--- src/tpbfl_pkg.sv ---
`default_nettype none

package tpbfl_pkg;

  // Field widths of the stream items and registers
  localparam int unsigned ADDR_W    = 32;
  localparam int unsigned PSIZE_W   = 19;
  localparam int unsigned ISIZE_W   = 25;
  localparam int unsigned COUNT_W   = 7;
  localparam int unsigned STATUS_W  = 2;
  localparam int unsigned ACTION_W  = 2;
  localparam int unsigned CFG_IDX_W = 3;
  localparam int unsigned CFG_W     = 32;
  localparam int unsigned IN_W      = 40;
  localparam int unsigned OUT_W     = 64;

  // Register reset values
  localparam logic [ADDR_W-1:0]  RST_POWER_START = '0;
  localparam logic [PSIZE_W-1:0] RST_POWER_SIZE  = PSIZE_W'(256 * 1024);
  localparam logic [COUNT_W-1:0] RST_POWER_COUNT = COUNT_W'(64);
  localparam logic [ADDR_W-1:0]  RST_INST_START  = '0;
  localparam logic [ISIZE_W-1:0] RST_INST_SIZE   = ISIZE_W'(65536);
  localparam logic [COUNT_W-1:0] RST_INST_COUNT  = COUNT_W'(64);

  typedef enum logic [ACTION_W-1:0] {
    ACT_INIT        = 2'd0,
    ACT_ALLOC_POWER = 2'd1,
    ACT_ALLOC_INST  = 2'd2,
    ACT_FREE        = 2'd3
  } tpbfl_action_e;

  typedef enum logic [STATUS_W-1:0] {
    STAT_OK       = 2'd0,
    STAT_EMPTY    = 2'd1,
    STAT_BAD_ADDR = 2'd2,
    STAT_FULL     = 2'd3
  } tpbfl_status_e;

  typedef enum logic [CFG_IDX_W-1:0] {
    REG_POWER_START = 3'd0,
    REG_POWER_SIZE  = 3'd1,
    REG_POWER_COUNT = 3'd2,
    REG_INST_START  = 3'd3,
    REG_INST_SIZE   = 3'd4,
    REG_INST_COUNT  = 3'd5
  } tpbfl_reg_e;

  typedef enum logic [2:0] {
    ST_IDLE,
    ST_INIT,
    ST_POP,
    ST_FREE_WAIT,
    ST_FREE_CHECK
  } tpbfl_state_e;

  // Commands from the controller to the datapath
  typedef struct packed {
    logic capture;
    logic init_step;
    logic load_init;
    logic load_pop;
    logic load_free;
  } tpbfl_cmd_t;

  // Status from the datapath to the controller
  typedef struct packed {
    logic init_done;
  } tpbfl_stat_t;

endpackage

`default_nettype wire

--- src/tpbfl_ctrl.sv ---
`default_nettype none

module tpbfl_ctrl
  import tpbfl_pkg::*;
(
  input  wire           clk_i,
  input  wire           rst_ni,
  input  wire           in_valid_i,
  output logic          in_ready_o,
  input  tpbfl_action_e action_i,
  output logic          out_valid_o,
  input  wire           out_ready_i,
  input  tpbfl_stat_t   stat_i,
  output tpbfl_cmd_t    cmd_o
);

  tpbfl_state_e state_q, state_d;
  logic         out_valid_q, out_valid_d;
  logic         out_free;

  // Hold state and output valid
  always_ff @(posedge clk_i or negedge rst_ni) begin
    if (!rst_ni) begin
      state_q     <= ST_IDLE;
      out_valid_q <= 1'b0;
    end else begin
      state_q     <= state_d;
      out_valid_q <= out_valid_d;
    end
  end

  // Next state and commands
  always_comb begin
    state_d     = state_q;
    cmd_o       = '0;
    in_ready_o  = 1'b0;
    out_free    = !out_valid_q || out_ready_i;
    out_valid_d = out_valid_q && !out_ready_i;
    unique case (state_q)
      ST_IDLE: begin
        in_ready_o = 1'b1;
        if (in_valid_i) begin
          cmd_o.capture = 1'b1;
          unique case (action_i)
            ACT_INIT:        state_d = ST_INIT;
            ACT_ALLOC_POWER: state_d = ST_POP;
            ACT_ALLOC_INST:  state_d = ST_POP;
            ACT_FREE:        state_d = ST_FREE_WAIT;
            default:         state_d = ST_IDLE;
          endcase
        end
      end
      ST_INIT: begin
        if (!stat_i.init_done) begin
          cmd_o.init_step = 1'b1;
        end else if (out_free) begin
          cmd_o.load_init = 1'b1;
          out_valid_d     = 1'b1;
          state_d         = ST_IDLE;
        end
      end
      ST_POP: begin
        if (out_free) begin
          cmd_o.load_pop = 1'b1;
          out_valid_d    = 1'b1;
          state_d        = ST_IDLE;
        end
      end
      ST_FREE_WAIT: begin
        // let the pool end addresses settle
        state_d = ST_FREE_CHECK;
      end
      ST_FREE_CHECK: begin
        if (out_free) begin
          cmd_o.load_free = 1'b1;
          out_valid_d     = 1'b1;
          state_d         = ST_IDLE;
        end
      end
      default: state_d = ST_IDLE;
    endcase
  end

  assign out_valid_o = out_valid_q;

  // A result is loaded only when the output slot is free
  a_load_slot: assert property (@(posedge clk_i) disable iff (!rst_ni)
    (cmd_o.load_init || cmd_o.load_pop || cmd_o.load_free) |-> out_free)
    else $error("result loaded into a busy output slot");

  // Output valid rises only after a load
  a_valid_rise: assert property (@(posedge clk_i) disable iff (!rst_ni)
    $rose(out_valid_q) |-> $past(cmd_o.load_init || cmd_o.load_pop || cmd_o.load_free))
    else $error("output valid without a result load");

  // Init walk never steps once done
  a_init_step: assert property (@(posedge clk_i) disable iff (!rst_ni)
    cmd_o.init_step |-> (state_q == ST_INIT) && !stat_i.init_done)
    else $error("init step outside an active walk");

endmodule

`default_nettype wire

--- config.mk ---
export PLATFORM = sky130hd
export DESIGN_NAME = tpbfl_ctrl
export DESIGN_NICKNAME = d
export VERILOG_FILES = /design/src/tpbfl_pkg.sv /design/src/tpbfl_ctrl.sv
export SDC_FILE = /design/constraint.sdc
export NUM_CORES = 1
export LEC_CHECK = 0
export ABC_AREA = 1
export BUFFER_PORTS_ARGS = -buffer_cell sky130_fd_sc_hd__buf_4
export CAP_MARGIN = 5
export CORE_AREA = 2 2 39 41
export DETAILED_ROUTE_END_ITERATION = 6
export DIE_AREA = 0 0 41 43
export PLACE_DENSITY = 0.46
export SETUP_SLACK_MARGIN = 0.3
export SKIP_LAST_GASP = 1
export SYNTH_ARGS = -nofsm -noshare
export SYNTH_HDL_FRONTEND = slang
export SYNTH_SLANG_ARGS = --single-unit
--- constraint.sdc ---
create_clock -name clk_i -period 2.9 [get_ports clk_i]
set_input_delay 0.29 -clock clk_i [delete_from_list [all_inputs] [get_ports clk_i]]
set_output_delay 0.29 -clock clk_i [all_outputs]
set_load 0.05 [all_outputs]
* Word-level counts from Yosys, hierarchy flattened
Cells that the tools add are included.
** Cells by class
- Equality and inequality tests :: 9
- Multiplexer cells :: 17
- Reduce and logical (&&, ||, !) cells :: 9
** Operator list (count)
- 3-bit one-hot mux with 4 select lines :: 1
- 1-bit 2-to-1 mux :: 10
- 3-bit 2-to-1 mux :: 3
- 3-bit one-hot mux with 3 select lines :: 1
- 3-bit by 2-bit == test with 1-bit output, second input constant :: 2
- 2-bit == test, second input constant :: 2
- 2-bit != test, second input constant :: 2
- 2-bit OR reduction :: 2
- 3-bit by 1-bit == test with 1-bit output, second input constant :: 1
- 3-bit == test, second input constant :: 1
- 3-bit zero test :: 1
- 2-bit by 1-bit == test with 1-bit output, second input constant :: 1
- 1-bit zero test :: 2
- 2-bit zero test :: 1
- 2-bit 2-to-1 mux :: 1
- 1-bit one-hot mux with 2 select lines :: 1
- 2-bit AND reduction :: 1
- 1-bit logical AND :: 1
- 1-bit logical OR :: 1
** Word-level totals
- Bits in registers :: 4
- Logic and storage cells :: 37

* Longest topological paths before layout
Gate-level depths: netlist (run 1).
- Depth in word-level cells :: 5
- Mapped depth :: 7
- Depth with buffers taken out :: 7

* Worst setup path after synthesis (run 1)
Ideal clock, no wire load.
- Path kind :: reg2out
- From :: register out_valid_q (netlist: out_valid_o)
- To :: output cmd_o[0] (netlist name)
- Data arrival time :: 1.451 ns
- Required time :: 2.610 ns
- Setup slack :: 1.159 ns
- Stages on the path, launching flop included :: 4
- Path buffers :: 0
- Cells stage by stage :: dfrtp_1 -> inv_1 -> nor2_4 -> nor2_1
** RTL lines
- start, declared :: line tpbfl_ctrl.sv:18 : logic out_valid_q, out_valid_d;
- start signal, assigned :: line tpbfl_ctrl.sv:28 : out_valid_q <= out_valid_d;
- end, declared :: line tpbfl_ctrl.sv:14 : output tpbfl_cmd_t cmd_o

==> flow_summary.json, run 1 <==
{
  "ios": 14,
  "setup_tns_ns": 0,
  "grt_pass1_wl_mm": 1.055,
  "synth-edff-count": 0,
  "synth_common_cells": "inv_1, nand2_1, nor2_1, nand3_1, dfrtp_1",
  "fin_crit_ns": 1.581,
  "fp.dieH_um": 43,
  "fillers": 163,
  "met1_length_um": 283,
  "rsz0062_at_grt": "no",
  "cts_buffers": 3,
  "yosysTopAreaCell": "dfrtp_1",
  "run_status": "finished, final reports clean",
  "drt_iter0_markers": 4,
  "synthTopCellsByArea": "dfrtp_1, inv_1, nand2_1",
  "synth_most_common_cell": "inv_1",
  "clockRootBuffer": "clkbuf_4",
  "cts_sinks": 4,
  "routed-wl-met2_um": 278,
  "syn-cell-area_um2": 319.1,
  "clock_skew_ns": 0.004988,
  "netlist_instances": 45,
  "syn_to_final_growth_pct": 47.06,
  "antenna_found_initial": 0,
  "path_cells": "nor2_2 > nand2_1 > nor2_1 > buf_4",
  "drv_slew": 0,
  "routed_wl_um": 637,
  "fp.dieW_um": 41,
  "synth_top_area_share_pct": 31.37,
  "worstPathMaxFanout": 7,
  "finalHoldViolations": 0,
  "routed-wl-met3_um": 75,
  "cts_tree": "yes",
  "synth_nets": 53,
  "diodes": 0,
  "grt_use_total_pct": 9.739,
  "drv_cap": 0,
  "leakage_nw": 0.2844,
  "cp-end-kind": "primary output",
  "seq_area_frac_synth_pct": 31.37,
  "ant_nets": 0,
  "route.detailed.drc": 0,
  "critPathKind": "reg -> out",
  "period_share_pct": 54.52,
  "async_flop_share_pct": 100.0,
  "max_freq_mhz": 632.5,
  "synthFlopType": "dfrtp_1",
  "clk_pin_slew_ns": 0.04,
  "gp_congestion": 0.7100,
  "grt_start_max_net_pins": 8,
  "worst_path_max_delay_cell": "dfrtp_1",
  "layout.nets": 72,
  "die-area_um2": 1763,
  "place_area_um2": 436.7,
  "start_kind": "register",
  "initial_core_util_pct": 23.06,
  "critical_path.max_stage_delay_ns": 0.44,
  "final_area_um2": 469.2,
  "drive_gt1_share_pct": 38.71,
  "hpwl_um": 534.4,
  "ys_types": 14,
  "placementRows": 14,
  "clk_path_buf_depth": 2,
  "first_pass_iters": 2,
  "post_cts_buffers": 0,
  "viasPerCell": 4.051,
  "hold_path.class": "in -> reg",
  "top_layer": "met3",
  "setup_violations": 0,
  "overflow": 0,
  "htreeDepth": 1,
  "required_ns": 2.61,
  "worst_pin_slew_ns": 0.2140,
  "ir_drop_uv": 408.1,
  "arrival_ns": 1.29,
  "vias": 316,
  "ctsHoldBuffers": 1,
  "fp.coreArea_um2": 1384,
  "synth-warning-count": 0,
  "ys_seq_elements": 4,
  "slew_headroom_pct": 85.74,
  "clock_latency_ns": 0.24,
  "wl_per_cell_um": 8.167,
  "power_density_nw_per_um2": 1231,
  "numPortBuffers": 13,
  "grt_pass1_vias": 253,
  "syn_avg_cell_area_um2": 7.090,
  "cts-resized-gates": 0
}
[flip-flops by register name (all words and copies together) (netlist names)]
signal       flops
out_valid_o      1
state_q          3
[report_power, final]
part           leakage (nW)  internal (mW)  switching [mW]
logic                 0.220          0.123           0.276
registers            0.0509         0.0817          0.0276
clock network        0.0138         0.0462          0.0224
[cells in the final DEF (no fill, tap or decap), types with 2 or more instances in the layout]
cell	count
nor2_1	6
buf_4	13
nand2_4	2
nand3_1	5
nand2_1	8
clkbuf_4	3
dfrtp_1	4
nand3_2	2
inv_1	10
nand4_1	2
[metal layers]
layer | global-route usage (%) | up-vias
met5 | 0 | -
met4 | 4.000 | 0
met3 | 9.424 | 0
met2 | 12.81 | 13
met1 | 10.29 | 129
li1 | - | 174
[layout make-up]
cell class	count	area [um2]	area share, %
clock buffers	3	22.52	4.800
multi-input cells	30	177.7	37.87
inverters	11	41.29	8.800
well taps	16	20.02	4.267
flip-flops and latches	4	100.1	21.33
repair buffers	14	107.6	22.93
[critical path: cells and delay by family, from the launching register on]
family / cells / cell delay (ns)
buffers and inverters: 1 / 0.20
flip-flops: 1 / 0.44
AND/OR/NAND/NOR: 3 / 0.42
[through the flow]
step / std cells / hold WS, ns / power (mW) / util (%) / worst slack [ns]
3_5_place_dp: 74 / 0.08786 / 0.5147 / 31.56 / 1.544
3_3_place_gp: 74 / 0.08882 / 0.5194 / 31.56 / 1.532
2_1_floorplan: 45 / -0.005591 / 0.4162 / - / 1.159
4_1_cts: 78 / 0.3223 / 0.5880 / 33.91 / 1.288
6_report: 78 / 0.3329 / 0.5775 / 33.91 / 1.319
5_1_grt: 78 / 0.3539 / 0.6312 / 33.91 / 1.183
[cell families after synthesis]
logic type,after synthesis,share of synthesized area [%]
simple gates,28,49.02
flops,4,31.37
buf+inv,11,12.94
fa+ha+maj,1,3.921
compound gates,1,2.746
[path summary, 6_finish.rpt]
check                                        from                endpoint  slack, ns  cells after the start
min in group asynchronous                  rst_ni   out_valid_o$_DFF_PN0_       0.38                      2
max in group asynchronous                  rst_ni  state_q[1]$_DFFE_PN0P_       2.41                      2
max                        state_q[0]$_DFFE_PN0P_                cmd_o[4]       1.32                      4
min                                   out_ready_i   out_valid_o$_DFF_PN0_       0.33                      2
max reg2reg                state_q[2]$_DFFE_PN0P_  state_q[1]$_DFFE_PN0P_       1.77                      6
min reg2reg                state_q[2]$_DFFE_PN0P_  state_q[2]$_DFFE_PN0P_       0.52                      2
Power figures use the tool's default switching activity.
==> run 2, diff against run 1 <==
- PLACE_DENSITY: 0.46 -> 0.48
- clock period: 2.9 -> 1.33 ns (I/O delays scaled with it)
==> flow_summary.json, run 2 (synthesis gave the netlist of run 1 again) <==
{
  "antenna_found_initial": 0,
  "fillers": 141,
  "post-place-ws_ns": 0.1263,
  "period_share_pct": 102.9,
  "grt_pass1_wl_mm": 1.483,
  "die-area_um2": 1763,
  "ir_drop_uv": 1452,
  "ant_nets": 0,
  "cts_tree": "yes",
  "drive_gt1_share_pct": 67.11,
  "grt_start_max_net_pins": 7,
  "largest_register": "state_q",
  "cp-startpoint": "state_q[2]$_DFFE_PN0P_",
  "fin_crit_ns": 1.369,
  "grt_use_total_pct": 12.76,
  "setup_violations": 3,
  "first_pass_iters": 2,
  "fp.dieW_um": 41,
  "most-common-layout-cells": "buf_4, nand2_1, nor2_4, inv_2, buf_8",
  "routed_wl_um": 911,
  "required_ns": 1.20,
  "clockRootBuffer": "clkbuf_4",
  "grt_use_met2_pct": 18.13,
  "grtUsageMet3_pct": 7.853,
  "final_common_cell": "buf_4",
  "largest_reg_flops": 3,
  "finalHoldViolations": 0,
  "overflow": 0,
  "regToRegStartpoint": "state_q[0]$_DFFE_PN0P_",
  "hold_path.class": "in -> reg",
  "slew_headroom_pct": 82.88,
  "gp_congestion": 0.6957,
  "syn_to_final_growth_pct": 116.5,
  "layout.nets": 85,
  "cts_sinks": 4,
  "setup_ws_ns": -0.03876,
  "fp.coreArea_um2": 1384,
  "clk_pin_slew_ns": 0.04,
  "fp.dieH_um": 43,
  "hp-start": "out_ready_i",
  "vias": 387,
  "violations": "negative setup slack",
  "clock_latency_ns": 0.24,
  "clk_path_buf_depth": 2,
  "worst_pin_slew_ns": 0.2562,
  "cp-end-kind": "primary output",
  "initial_core_util_pct": 23.06,
  "drv_cap": 0,
  "arrival_ns": 1.24,
  "drv_slew": 0,
  "wl_per_cell_um": 9.902,
  "rsz0062_at_grt": "yes",
  "viasPerCell": 4.207,
  "hpwl_um": 567.6,
  "max_freq_mhz": 730.6,
  "ios": 14,
  "start_kind": "register",
  "place_area_um2": 474.2,
  "numPortBuffers": 13,
  "drt_iter0_markers": 3,
  "power_density_nw_per_um2": 2743,
  "htreeDepth": 1,
  "leakage_nw": 0.3645,
  "diodes": 0,
  "grt_pass1_vias": 348,
  "placementRows": 14,
  "critPathKind": "reg -> out",
  "route.detailed.drc": 0,
  "cts_buffers": 3,
  "met1_usage_pct": 15.48,
  "clock_skew_ns": 0.005722,
  "worstPathMaxFanout": 5,
  "run_status": "finished, violations left",
  "grt_busiest_layer": "met2",
  "final_area_um2": 690.7
}
-- run 2: cell types whose count changed in the layout (fill, tap and decap cells not counted), moves of 2 or more --
cell	previous run	this run
inv_2	1	6
nor2_1	6	2
nand2_4	2	4
inv_1	10	4
dfrtp_1	4	1
nor2_4	1	6
buf_8	0	6
buf_4	13	19
dfrtp_2	0	3
-- run 2: worst paths after layout --
| kind | endpoint | slack, ns | cells after the start |
|---|---|---|---|
| setup / recovery | cmd_o[2] | -0.04 | 4 |
| hold / removal | out_valid_o$_DFF_PN0_ | 0.16 | 2 |
| setup reg to reg | state_q[1]$_DFFE_PN0P_ | 0.03 | 8 |
| hold reg to reg | state_q[2]$_DFFE_PN0P_ | 0.61 | 3 |
| max in group asynchronous | state_q[1]$_DFFE_PN0P_ | 0.99 | 2 |
| min in group asynchronous | out_valid_o$_DFF_PN0_ | 0.22 | 2 |
-- run 2: cell type report --
class | instances | area, um2 | area share (%)
Clock buffer | 4 | 26.28 | 3.804
Inverter | 11 | 45.04 | 6.522
Multi-Input combinational cell | 30 | 232.7 | 33.70
Sequential cell | 4 | 103.9 | 15.04
Tap cell | 16 | 20.02 | 2.899
Timing Repair Buffer | 27 | 262.8 | 38.04
-- run 2: what timing repair did --
action                                 4_1_cts  5_1_grt
buffers inserted                            12        1
pin swaps                                    6        2
setup endpoints to repair                    9       10
endpoints found under the hold margin        4        0
hold buffers                                 1        0
resized for setup                           16        4
cloned                                       0        0
-- run 2: through the flow --
step	utilization (%)	setup TNS, ns	hold slack [ns]	std cells	total power, mW
floorplan	-	0	-0.1626	45	1.016
global placement	34.27	0	-0.06716	74	1.233
global route	49.91	-0.4114	0.1654	92	2.022
detailed placement	34.27	0	-0.06878	74	1.233
CTS	48.28	-0.07710	0.1621	91	1.836
finish	49.91	-0.08419	0.1614	92	1.895
-- run 2: critical path, stage by stage (launching register included) --
cell     delay, ns
dfrtp_1       0.38
inv_2         0.13
nand4_1       0.19
nor2_4        0.14
buf_8         0.15
-- run 2: power breakdown --
group          switching [mW]  internal (mW)
clock network          0.0592          0.113
logic                   0.808          0.654
registers              0.0741          0.186
total                   0.942          0.953
-- run 2: layer usage --
metal  up-vias  part of all wire, %  wire length (um)
met4         0                    0                 0
li1        204                    -                 -
met1       167                   39               356
met2        16                   52               472
met5         -                    0                 0
met3         0                  9.1                83
==> run 3, diff against run 2 <==
- SLEW_MARGIN: unset -> 20
- TNS_END_PERCENT: unset -> 10
==> flow_summary.json, run 3 (synthesis gave the netlist of run 1 again) <==
{
  "most-common-layout-cells": "buf_4, nand2_1, inv_1, nor2_4, nand3_1",
  "p_comb_share_pct": 74.6,
  "clock_latency_ns": 0.24,
  "worstPathMaxFanout": 7,
  "post-place-ws_ns": 0.1249,
  "overflow": 0,
  "drive_gt1_share_pct": 61.43,
  "switching_power_mw": 0.8763,
  "period_share_pct": 103.0,
  "largest_reg_flops": 3,
  "grt_pass1_wl_mm": 1.352,
  "first_pass_iters": 4,
  "grtUsageMet3_pct": 6.283,
  "p_seq_share_pct": 15.2,
  "hp-start": "out_ready_i",
  "routed_wl_um": 778,
  "antenna_found_initial": 0,
  "fp.dieW_um": 41,
  "ff2ff_path_depth": 7,
  "diodes": 0,
  "largest_register": "state_q",
  "critPathKind": "reg -> out",
  "die-area_um2": 1763,
  "grt_pass1_vias": 361,
  "viasPerCell": 4.360,
  "syn_to_final_growth_pct": 91.76,
  "clock_power_share_pct": 10.2,
  "drv_cap": 0,
  "max_freq_mhz": 729.7,
  "cts_buffers": 3,
  "clk_pin_slew_ns": 0.04,
  "internal-power_mw": 0.8041,
  "fp.dieH_um": 43,
  "fin_crit_ns": 1.370,
  "hpwl_um": 572.3,
  "hold_depth": 2,
  "vias": 375,
  "place_area_um2": 474.2,
  "grt_use_total_pct": 11.56,
  "grt_busiest_layer": "met2",
  "wl_per_cell_um": 9.047,
  "setup_ws_ns": -0.04040,
  "cp-end-kind": "primary output",
  "ir_drop_uv": 1189,
  "setup_tns_ns": -0.08654,
  "arrival_ns": 1.24,
  "gp_congestion": 0.7170,
  "clk_path_buf_depth": 2,
  "placementRows": 14,
  "initial_core_util_pct": 23.06,
  "worst_pin_slew_ns": 0.2599,
  "power_mw": 1.680,
  "cts_sinks": 4,
  "finalHoldViolations": 0,
  "instances_no_fill": 86,
  "hold_path.class": "in -> reg",
  "route.detailed.drc": 0,
  "cts_tree": "yes",
  "htreeDepth": 1,
  "layout.nets": 79,
  "run_status": "finished, violations left",
  "whs_ns": 0.1510,
  "hold_end": "out_valid_o$_DFF_PN0_",
  "setup_violations": 5,
  "place_inst": 74,
  "power_density_nw_per_um2": 2746,
  "ff2ff_setup_slack_ns": 0.10,
  "final_area_um2": 611.8,
  "violations": "negative setup slack",
  "grt_start_max_net_pins": 8,
  "final_common_cell": "buf_4",
  "slew_headroom_pct": 82.63,
  "grt_use_met2_pct": 17.50,
  "clockRootBuffer": "clkbuf_4",
  "drt_iter0_markers": 11,
  "ios": 14,
  "required_ns": 1.20,
  "leakage_nw": 0.3308,
  "fp.coreArea_um2": 1384,
  "finalCoreUtilization_pct": 44.21,
  "start_kind": "register",
  "clock_skew_ns": 0.008327,
  "rsz0062_at_grt": "yes",
  "met1_usage_pct": 13.23,
  "numPortBuffers": 13,
  "regToRegEndpoint": "state_q[0]$_DFFE_PN0P_",
  "drv_slew": 0,
  "regToRegStartpoint": "state_q[0]$_DFFE_PN0P_",
  "switching_share_pct": 52.15,
  "ant_nets": 0
}
## run 3: routing by layer
metal	up-vias	part of all wire, %
li1	191	-
met1	163	45
met2	21	46
met3	0	9.5
met4	0	0
met5	-	0
## run 3: how the worst max path moves through the flow
stage,start,endpoint,depth (start not counted)
floorplan,out_valid_o$_DFF_PN0_,state_q[0]$_DFFE_PN0P_,5
detailed placement,state_q[1]$_DFFE_PN0P_,cmd_o[4],4
global route,state_q[0]$_DFFE_PN0P_,cmd_o[4],4
finish,state_q[0]$_DFFE_PN0P_,cmd_o[4],4
CTS,state_q[0]$_DFFE_PN0P_,cmd_o[0],4
global placement,state_q[1]$_DFFE_PN0P_,cmd_o[4],4
## run 3: layout make-up
| class | instances | area, um2 |
|---|---|---|
| well taps | 16 | 20.02 |
| flip-flops and latches | 4 | 103.9 |
| repair buffers | 21 | 191.4 |
| fillers | 149 | 772.0 |
| clock buffers | 4 | 26.28 |
| inverters | 11 | 45.04 |
| multi-input cells | 30 | 225.2 |
## run 3: repair_timing
item,4_1_cts,5_1_grt
cloned,0,0
hold endpoints to repair,4,0
resized for setup,8,3
hold buffers,1,0
setup endpoints to repair,9,10
pin swaps,2,3
setup buffers,5,2
## run 3: worst max-delay path, stage by stage, from the launching register on
cell and delay, ns:
dfrtp_2 0.46, nor2_4 0.20, nand2_4 0.09, nor2_4 0.09, buf_8 0.15
## run 3: power groups by stage
stage	combinational (mW)	sequential (mW)	clock, mW
2_1_floorplan	0.720	0.294	0
3_3_place_gp	0.979	0.252	0
3_5_place_dp	0.979	0.254	0
4_1_cts	1.16	0.257	0.180
5_1_grt	1.35	0.265	0.187
6_report	1.25	0.256	0.171
